===== src/hw/rtl/ptf_ram.sv =====
`timescale 1ns / 1ps
module ptf_ram #(
  parameter int WIDTH = 8,
  parameter int DEPTH = 256
) (
  input  logic                     clk,
  input  logic                     we,
  input  logic [$clog2(DEPTH)-1:0] waddr,
  input  logic [WIDTH-1:0]         wdata,
  input  logic [$clog2(DEPTH)-1:0] raddr,
  output logic [WIDTH-1:0]         rdata
);

  logic [WIDTH-1:0] mem [DEPTH];

  // write and registered read
  always_ff @(posedge clk) begin
    if (we) begin
      mem[waddr] <= wdata;
    end
    rdata <= mem[raddr];
  end

endmodule


===== config.mk =====
export PLATFORM = sky130hd
export DESIGN_NAME = ptf_ram
export DESIGN_NICKNAME = d
export VERILOG_FILES = /design/src/hw/rtl/ptf_ram.sv
export SDC_FILE = /design/constraint.sdc
export NUM_CORES = 2
export LEC_CHECK = 0
export BUFFER_PORTS_ARGS = -buffer_cell sky130_fd_sc_hd__buf_2
export CORE_UTILIZATION = 30
export CTS_BUF_LIST = sky130_fd_sc_hd__clkbuf_16
export DETAILED_ROUTE_END_ITERATION = 10
export GPL_TIMING_DRIVEN = 0
export PLACE_DENSITY = 0.56
export SLEW_MARGIN = 5
export SYNTH_ARGS = -nofsm -noshare
export SYNTH_HDL_FRONTEND = slang
export SYNTH_SLANG_ARGS = --single-unit

===== constraint.sdc =====
create_clock -name clk -period 4.9 [get_ports clk]
set_input_delay 0.98 -clock clk [delete_from_list [all_inputs] [get_ports clk]]
set_output_delay 0.98 -clock clk [all_outputs]
set_load 0.1 [all_outputs]

==> impl_results.md <==
* Failing checks: setup timing
* Cell leakage power at 27.8 nW
* Tightest Pin Transition at 1.47 ns
* Placed insts at 7294
* Yosys cell types at 55
* GRT overflow at 0
* Endpoints failing setup at 3
* CTS tree: done
* Cts bufs inserted at 207
* RSZ-0062 raised after global routing: no
* Synthesized Nets at 3759
* FF+latch count, synth at 2056
* Final #Nets at 4014
* Share of cells above drive strength 1 at 22.8%
* CP Class: input pin to flip-flop
* Die W at 517 um
* Total length of routed wires at 251000 um
* Hold Crit Class: input pin to flip-flop
* Peak supply drop at 0.000375 V
* Final HPWL DP at 167000 um
* DR vias/cell at 5.38
* Tmin final at 5.09 ns
* Clock power frac at 41.9%
* Synth top area cells: edfxtp_1, mux4_2, mux2i_1
* Critical Path RT at 5.56 ns
* PwrDens at 408 mW/mm2
* Ys Warns at 0
* Post-CTS Setup Inserts at 0
* Skew-Pair Late Insertion Delay at 0.87 ns
* Net Sw Frac at 22.9%
* Routed wire per std cell at 32.6 um
* Clock root buffer: clkbuf_16
* Die height at 517 um
* Max Cap Viol at 0
* Post-synth EDFFs at 2048
* 1st-pass router iterations at 6
* Share of flip-flops with an asynchronous set or reset at 0%
* Max Fanout on Critical Path at 10
* Yosys top cell area share at 77.3%
* Post-route ant nets at 0
* Row count at 188
* Area delta synth->final at 14.8%
* Period utilization at 104%
* Psw at 8.55 mW
* Routed vias at 41.4k
* Via count of the first global-routing pass at 40.4k
* CTS clk-pin slew, worst paths at 0.06 ns
* Cell with the most instances after synthesis: edfxtp_1
* Logic pwr share at 6.0%
* Pin count of the biggest net entering global routing at 153
* Final Power at 37.3 mW
* IO Port Bufs at 26
* Place WS at -1.20 ns
* Final WS setup at -0.188 ns
* CTS Buffer Depth at 3
* Setup TNS at -0.454 ns
* First-pass GRT wire length at 340000 um
* Final Hold Viols at 0
* Fmax at 0.197 GHz
* Core area at 0.263 mm2
* Worst path arrival time at 5.75 ns
* Post-synth top area cell: edfxtp_1
* Setup crit end kind: flip-flop
* Slew Viols, Final at 0
* Startpoint Class: input pin
* Final hold slack at 0.367 ns
* Clock Sink Count at 2056
* Mapped Cells at 3733
* Slew Limit Headroom at 2.08%
* Top Ports at 34
* Ys flop type: edfxtp_1
* Drt first-iter violations at 6414
* Die Footprint at 0.267 mm2
* Synthesized cell area at 0.0796 mm2
* Pint at 28.7 mW
* Clock Skew at 0.0508 ns
* Register area share after synthesis at 77.5%
* Htree depth at 4
* Commonest cells post-synth: edfxtp_1, mux4_2, nor2_1
* Initial antenna violation count at 21
* Routability-driven placement congestion ratio at 0.998
* Post-Layout Cell Count at 7696
* GRT Util Overall at 18.6%
* Synth Area per Inst at 21.3 um2
* DRC errors left at 0
* CTS Hold Bufs at 0
* Initial Util at 30.3%
* Status: finished with violations
* Seq pwr share at 52.1%
[what timing repair did]
item | 4_1_cts | 5_1_grt
gates resized for setup | 1 | 1
setup endpoints to repair | 1 | 2
hold endpoints to repair | 0 | 0
[placed cells by master (no fill, tap or decap), drive strengths merged, types with 22 or more instances in the layout]
cell,instances
clkinv,106
mux2i,134
a21oi,96
o221ai,47
clkbuf,318
mux4,456
nand3,34
a22oi,133
nand2,33
nor4,27
nor2,282
inv,45
o22ai,28
nor3,22
buf,169
nor2b,31
edfxtp,2048
[worst max-delay path, stage by stage]
cell and delay (ns):
buf_2 0.20, clkbuf_1 0.90, clkbuf_1 0.98, a21oi_1 0.69
a21oi_1 0.64, nor4_2 0.06, buf_4 0.21, nor4_1 1.02
[power by group through the flow]
stage,registers [mW],logic [mW],clock network (mW)
2_1_floorplan,19.9,0.942,0
3_3_place_gp,19.8,2.12,0
3_5_place_dp,19.8,2.20,0
4_1_cts,19.4,2.20,15.8
5_1_grt,19.4,2.27,16.4
6_report,19.4,2.23,15.6
[state kept, by name (all words and copies together) (netlist names)]
| name | cells |
|---|---|
| mem | 2048 |
| rdata | 8 |
[area by class of cell]
| cell class | count | area, um2 |
|---|---|---|
| sequential | 2056 | 61700 |
| tap | 3515 | 4400 |
| clock buffer | 208 | 5200 |
| inverter | 2 | 7.51 |
| antenna | 20 | 50.0 |
| timing repair buffer | 47 | 611 |
| buffer | 232 | 1480 |
| multi-input combinational | 1442 | 16500 |
| fill | 24655 | 172000 |
| clock inverter | 174 | 1460 |
[path summary, 6_finish.rpt]
path | from | end | slack [ns] | cells after the start
worst max-delay path | raddr[3] | rdata[1] | -0.19 | 8
worst min-delay path | wdata[2] | mem[82][2] | 0.37 | 1
worst max register to register | mem[82][3] | rdata[3] | 1.25 | 7
worst min register to register | mem[40][3] | rdata[3] | 1.27 | 7
[per-stage QoR]
step                      util (%)  cell area (um2)
after global placement        32.0            84100
final                         34.7            91400
after floorplan                  -            79600
after detailed placement      32.2            84600
after CTS                     34.7            91300
after global routing          34.7            91300
[per-layer routing]
metal  GRT usage [%]  share of wire (%)  vias to the layer above
li1                -                  -                    16253
met3            4.21                9.5                      452
met1            25.0                 40                    22384
met4            8.83                4.9                        4
met2            28.6                 46                     2323
met5               0             0.0072                        -
[logic make-up after synthesis]
logic type,after synthesis,share of synthesized area [%]
AO/OA/AOI/OAI,385,3.42
buffers and inverters,235,1.83
flip-flops,2056,77.5
multiplexers,591,14.6
AND/OR/NAND/NOR,466,2.63
(Power assumes the default switching activity.)
