`src/hw/rtl/ptf_pkg.sv`:
```
`timescale 1ns / 1ps
package ptf_pkg;

  localparam int VIRTUAL_PAGES   = 256;
  localparam int PHYSICAL_FRAMES = 32;
  localparam int PAGE_W  = $clog2(VIRTUAL_PAGES);
  localparam int FRAME_W = (PHYSICAL_FRAMES > 1) ? $clog2(PHYSICAL_FRAMES) : 1;
  localparam int STAMP_W = 64;
  localparam int CNT_W   = 32;

  localparam logic CMD_RESOLVE = 1'b0;
  localparam logic CMD_TOUCH   = 1'b1;

  localparam logic MODE_FIFO = 1'b0;
  localparam logic MODE_LRU  = 1'b1;

  typedef struct packed {
    logic              cmd;
    logic [PAGE_W-1:0] page_index;
    logic              write_access;
  } req_t;

  typedef struct packed {
    logic [FRAME_W-1:0] frame_index;
    logic               was_hit;
    logic               did_evict;
    logic [PAGE_W-1:0]  evicted_page;
    logic [CNT_W-1:0]   hit_total;
    logic [CNT_W-1:0]   fault_total;
    logic [CNT_W-1:0]   evict_total;
  } rsp_t;

  // running search state handed from cell to cell
  typedef struct packed {
    logic               free_found;
    logic [FRAME_W-1:0] free_frame;
    logic               vic_found;
    logic [STAMP_W-1:0] vic_stamp;
    logic [FRAME_W-1:0] vic_frame;
    logic [PAGE_W-1:0]  vic_page;
  } scan_t;

  // update command broadcast to the cells
  typedef struct packed {
    logic               load;
    logic               touch;
    logic [FRAME_W-1:0] frame;
    logic [PAGE_W-1:0]  page;
    logic [STAMP_W-1:0] stamp;
  } cell_ctl_t;

  typedef enum logic [2:0] {
    ST_IDLE,
    ST_LOOK,
    ST_SCAN,
    ST_FILL,
    ST_DONE
  } state_t;

endpackage

```
`src/hw/rtl/ptf_cell.sv`:
```
`timescale 1ns / 1ps
module ptf_cell import ptf_pkg::*; (
  input  logic               clk,
  input  logic               rst,
  input  logic [FRAME_W-1:0] frame_id,
  input  logic               mode,
  input  cell_ctl_t          ctl,
  input  scan_t              carry_in,
  output scan_t              carry_out
);

  logic               owner_valid;
  logic [PAGE_W-1:0]  owner_page;
  logic [STAMP_W-1:0] load_stamp;
  logic [STAMP_W-1:0] use_stamp;
  logic [STAMP_W-1:0] stamp;
  scan_t              carry_next;

  // hold the frame's owner and its stamps
  always_ff @(posedge clk) begin
    if (rst) begin
      owner_valid <= 1'b0;
    end else if (ctl.load && ctl.frame == frame_id) begin
      owner_valid <= 1'b1;
    end
    if (ctl.load && ctl.frame == frame_id) begin
      owner_page <= ctl.page;
      load_stamp <= ctl.stamp;
      use_stamp  <= ctl.stamp;
    end else if (ctl.touch && ctl.frame == frame_id) begin
      use_stamp <= ctl.stamp;
    end
  end

  // merge this frame into the running search
  always_comb begin
    stamp      = (mode == MODE_LRU) ? use_stamp : load_stamp;
    carry_next = carry_in;
    if (!owner_valid) begin
      if (!carry_in.free_found) begin
        carry_next.free_found = 1'b1;
        carry_next.free_frame = frame_id;
      end
    end else if (!carry_in.vic_found || stamp < carry_in.vic_stamp) begin
      carry_next.vic_found = 1'b1;
      carry_next.vic_stamp = stamp;
      carry_next.vic_frame = frame_id;
      carry_next.vic_page  = owner_page;
    end
  end

  // advance one cell per cycle
  always_ff @(posedge clk) begin
    carry_out <= carry_next;
  end

endmodule

```
`config.mk`:
```
export PLATFORM = sky130hd
export DESIGN_NAME = ptf_cell
export DESIGN_NICKNAME = d
export VERILOG_FILES = /design/src/hw/rtl/ptf_pkg.sv /design/src/hw/rtl/ptf_cell.sv
export SDC_FILE = /design/constraint.sdc
export NUM_CORES = 1
export LEC_CHECK = 0
export BUFFER_PORTS_ARGS = -buffer_cell sky130_fd_sc_hd__buf_2
export CAP_MARGIN = 20
export CORE_MARGIN = 1.5
export CORE_UTILIZATION = 56
export DETAILED_ROUTE_END_ITERATION = 12
export GPL_TIMING_DRIVEN = 1
export PLACE_DENSITY_LB_ADDON = 0.08
export SYNTH_ARGS = -nofsm -noshare
export SYNTH_HDL_FRONTEND = slang
export SYNTH_SLANG_ARGS = --single-unit
```
`constraint.sdc`:
```
create_clock -name clk -period 7.65 [get_ports clk]
set_input_delay 1.53 -clock clk [delete_from_list [all_inputs] [get_ports clk]]
set_output_delay 1.53 -clock clk [all_outputs]
set_load 0.01 [all_outputs]
```
==> implementation parameters <==
Parameter                              Value

Run status
  Outcome ... finished, final reports clean

Clock network
  Register clock-pin slew on the reported worst setup and hold paths ... 0.06 ns
  Buffer type at the clock tree root ... clkbuf_16
  Post-CTS Setup Inserts ... 0
  Num Clock Sinks ... 221
  Clock Path Buffers ... 3
  Clock latency reported for the late side of the worst-skew pair ... 0.49 ns
  Number of buffers inserted during clock tree synthesis ... 23
  Hold Buf Count CTS ... 0
  Number of H-tree levels ... 1
  Total of cells resized after clock tree synthesis ... 0
  CTS tree ... done

Die
  Die area ... 17300 um2
  Die Ht ... 131 um
  Floorplan row count ... 46
  Initial standard-cell utilization of the core ... 0.578
  Boundary pin count ... 255
  Core outline area ... 16000 um2
  Width of the die ... 131 um

Pwr
  Pleak ... 4.93 nW
  Worst vdd rail ir drop ... 160 uV
  Final Total Pwr ... 2.60 mW
  Switch Pwr ... 0.554 mW
  Combinational Power Share ... 0.096
  Clk pwr share ... 0.396
  Internal power contribution ... 2.05 mW
  Power per cell area ... 227 nW/um2
  Part of the total power dissipated in sequential elements ... 0.509
  Proportion of total power due to net switching ... 0.213

Critical path
  Maximum fanout encountered on the critical timing path ... 43
  Reg2Reg Depth ... 10
  Data required, critical path ... 8.02 ns
  Critical path start-end classification ... in -> reg
  R2r endpoint ... carry_out[59]
  Crit path arrival time ... 5.63 ns
  End point of the critical path ... carry_out[39]
  Worst setup slack for register-to-register paths ... 4.33 ns
  Slowest cell on the critical path ... buf_2
  Critical path origin ... mode
  Type of origin of the critical path ... input port
  Type of destination of the critical path ... flop
  Reg2Reg Launch Point ... use_stamp[29]
  Delay of the slowest critical-path stage ... 0.68 ns
  Cells traversed along the worst timing path ... buf_2 -> buf_4 -> mux2_2 -> ha_1 -> a21oi_1 -> nor2_1 -> a2111oi_0 -> o2111ai_1 -> o22ai_4 -> buf_4 -> mux2_2

GRT
  Vias in the first global route ... 6233
  Met1 usage in global routing ... 0.272
  Pin count of the biggest net entering global routing ... 74
  Total global routing overflow ... 0
  M3 GR Usage ... 0.0575
  Wire length of the first global-routing pass ... 31.3 mm
  GR Util met2 ... 0.402
  Grt peak-use layer ... met2
  Gr usage total ... 0.227
  Antenna violations before repair ... 4

Cells and area
  Post-layout net count ... 1126
  Layout area overhead ... 23.9%
  Count of fill cells added during filler insertion ... 1176
  Layout cells sized above 1 ... 0.448

Drt
  Vias post-DR ... 5859
  Total detailed-routing wirelength ... 19.6 mm
  Routed wire per std cell ... 17.4 um
  Iteration-0 DRC count of the detailed router ... 227
  DRC violation count after routing ... 0
  Antenna violation net count after detailed routing ... 0
  Per-cell via count in the routed design ... 5.20
  First drt pass iteration count ... 4

Synth
  Number of synthesized register bits ... 221
  Most used flip-flop cell after synthesis ... edfxtp_1
  Cells after Synth ... 623
  FFs w/ async S/R, synth ... 0
  Count of different cell masters after synthesis ... 43
  Netlist area before placement ... 9240 um2
  Syn avg cell area ... 14.8 um2
  Post-synth EDFFs ... 136
  Syn Nets ... 857
  Count of warnings emitted by yosys ... 0
  Proportion of synthesized chip area in sequential cells ... 0.626

Placement
  Half-perimeter wire length of the detailed placement result ... 13.8 mm
  Buffers added on ports ... 254
  Final weighted congestion in routability-driven placement ... 0.818

STA
  Final-report setup violation count ... 0
  Slew at the pin with the worst max-slew slack ... 1.02 ns
  Headroom to the max-slew limit ... 0.320
  Period minus WS final ... 5.26 ns
  Slew Limit Fails ... 0
  RSZ-0062 raised after global routing ... false
  Final worst-path cycle share ... 0.688
  Setup skew after layout ... 0.00800 ns
  Hold Violations, Final ... 0
  Max Fclk ... 0.190 GHz
  TNS Setup ... 0 ns

Min path
  Worst hold start ... owner_valid
  Worst hold path class ... reg -> reg
  Worst hold stages ... 1

Job
  Number of max-capacitance violations reported ... 0
## worst min-delay path by stage
stage                     to
5_1_grt        carry_out[83]
6_report       carry_out[83]
3_3_place_gp   carry_out[83]
2_1_floorplan  carry_out[83]
3_5_place_dp   carry_out[83]
4_1_cts        carry_out[83]
## cell families after synthesis
group | synth area share
simple gates | 0.0306
compound gates | 0.0372
xor+xnor | 0.00474
fa+ha+maj | 0.0853
buf+inv | 0.0387
flops | 0.626
mux | 0.178
## critical path, delay by kind of cell
family          cells  cell delay [ns]
buf+inv             3             1.68
compound gates      4             1.19
mux                 2             0.81
fa+ha+maj           1             0.30
simple gates        1             0.05
## metrics by stage
stage          cell area [um2]  hold WS (ns)  setup WS (ns)   util  instances
2_1_floorplan             9240         0.404           3.05      -        623
3_3_place_gp             10700         0.429           1.93  0.671       1082
3_5_place_dp             10700         0.442           1.81  0.671       1082
4_1_cts                  11400         0.460           2.31  0.714       1123
5_1_grt                  11500         0.471           2.04  0.716       1125
6_report                 11500         0.456           2.39  0.716       1127
## cells in the final DEF, fill, tap and decap left out, types with 2 or more instances in the layout
| cell type | instances |
|---|---|
| nand3_1 | 6 |
| inv_1 | 68 |
| o21ai_0 | 7 |
| mux2_2 | 115 |
| a221oi_1 | 3 |
| a41o_1 | 2 |
| buf_4 | 4 |
| a211oi_1 | 2 |
| nor3_1 | 3 |
| edfxtp_1 | 136 |
| clkbuf_8 | 2 |
| diode_2 | 3 |
| a211o_1 | 2 |
| dfxtp_1 | 85 |
| o221ai_1 | 2 |
| o21a_1 | 2 |
| clkbuf_1 | 14 |
| a21oi_1 | 20 |
| mux2i_1 | 2 |
| clkbuf_16 | 23 |
| mux2_1 | 29 |
| nand4_1 | 7 |
| and4_1 | 5 |
| xnor2_1 | 3 |
| xor2_1 | 2 |
| nor2_1 | 11 |
| nand2_1 | 15 |
| ha_1 | 63 |
| buf_2 | 254 |
## power groups by stage
stage	Clock [mW]	Combinational [mW]	Sequential, mW
after detailed placement	0	0.248	1.35
after global placement	0	0.240	1.35
after floorplan	0	0.120	1.36
after global routing	1.10	0.277	1.33
final	1.03	0.249	1.32
after CTS	1.05	0.250	1.32
## cells in the mapped netlist (2+ instances only)
| cell type | count | area, um2 |
|---|---|---|
| a211o_1 | 2 | 17.5 |
| a211oi_1 | 2 | 15.0 |
| a21oi_1 | 20 | 100 |
| a221oi_1 | 3 | 26.3 |
| a41o_1 | 2 | 20.0 |
| and2_1 | 2 | 12.5 |
| and4_1 | 5 | 43.8 |
| buf_1 | 6 | 22.5 |
| buf_4 | 4 | 30.0 |
| buf_6 | 4 | 45.0 |
| dfxtp_1 | 85 | 1700 |
| edfxtp_1 | 136 | 4080 |
| ha_1 | 63 | 788 |
| inv_1 | 68 | 255 |
| mux2_1 | 29 | 327 |
| mux2_2 | 115 | 1290 |
| mux2i_1 | 2 | 20.0 |
| nand2_1 | 15 | 56.3 |
| nand3_1 | 6 | 30.0 |
| nand4_1 | 7 | 43.8 |
| nor2_1 | 11 | 41.3 |
| nor3_1 | 3 | 15.0 |
| o21a_1 | 3 | 22.5 |
| o21ai_0 | 7 | 35.0 |
| o221ai_1 | 2 | 17.5 |
| xnor2_1 | 3 | 26.3 |
| xor2_1 | 2 | 17.5 |
## state kept, by name, summed over array words and instances, names as in the netlist
name	count
use_stamp	64
carry_out	84
load_stamp	64
owner_page	8
owner_valid	1
## cell type report
class,count,area [um2],share of cell area
flip-flops and latches,221,5790,0.505
multi-input cells,319,3120,0.272
repair buffers,259,1330,0.116
clock buffers,39,656,0.0572
well taps,216,270,0.0236
inverters,68,255,0.0223
clock inverters,2,35.0,0.00306
diodes,3,7.51,0.000655
## per-layer routing
layer | part of all wire | wire, um | vias up
li1 | - | - | 2835
met1 | 0.40 | 7860 | 2781
met2 | 0.50 | 9830 | 215
met3 | 0.077 | 1510 | 28
met4 | 0.018 | 358 | 0
met5 | 0 | 0 | -
Note: power is estimated with default switching activity, not from simulation.
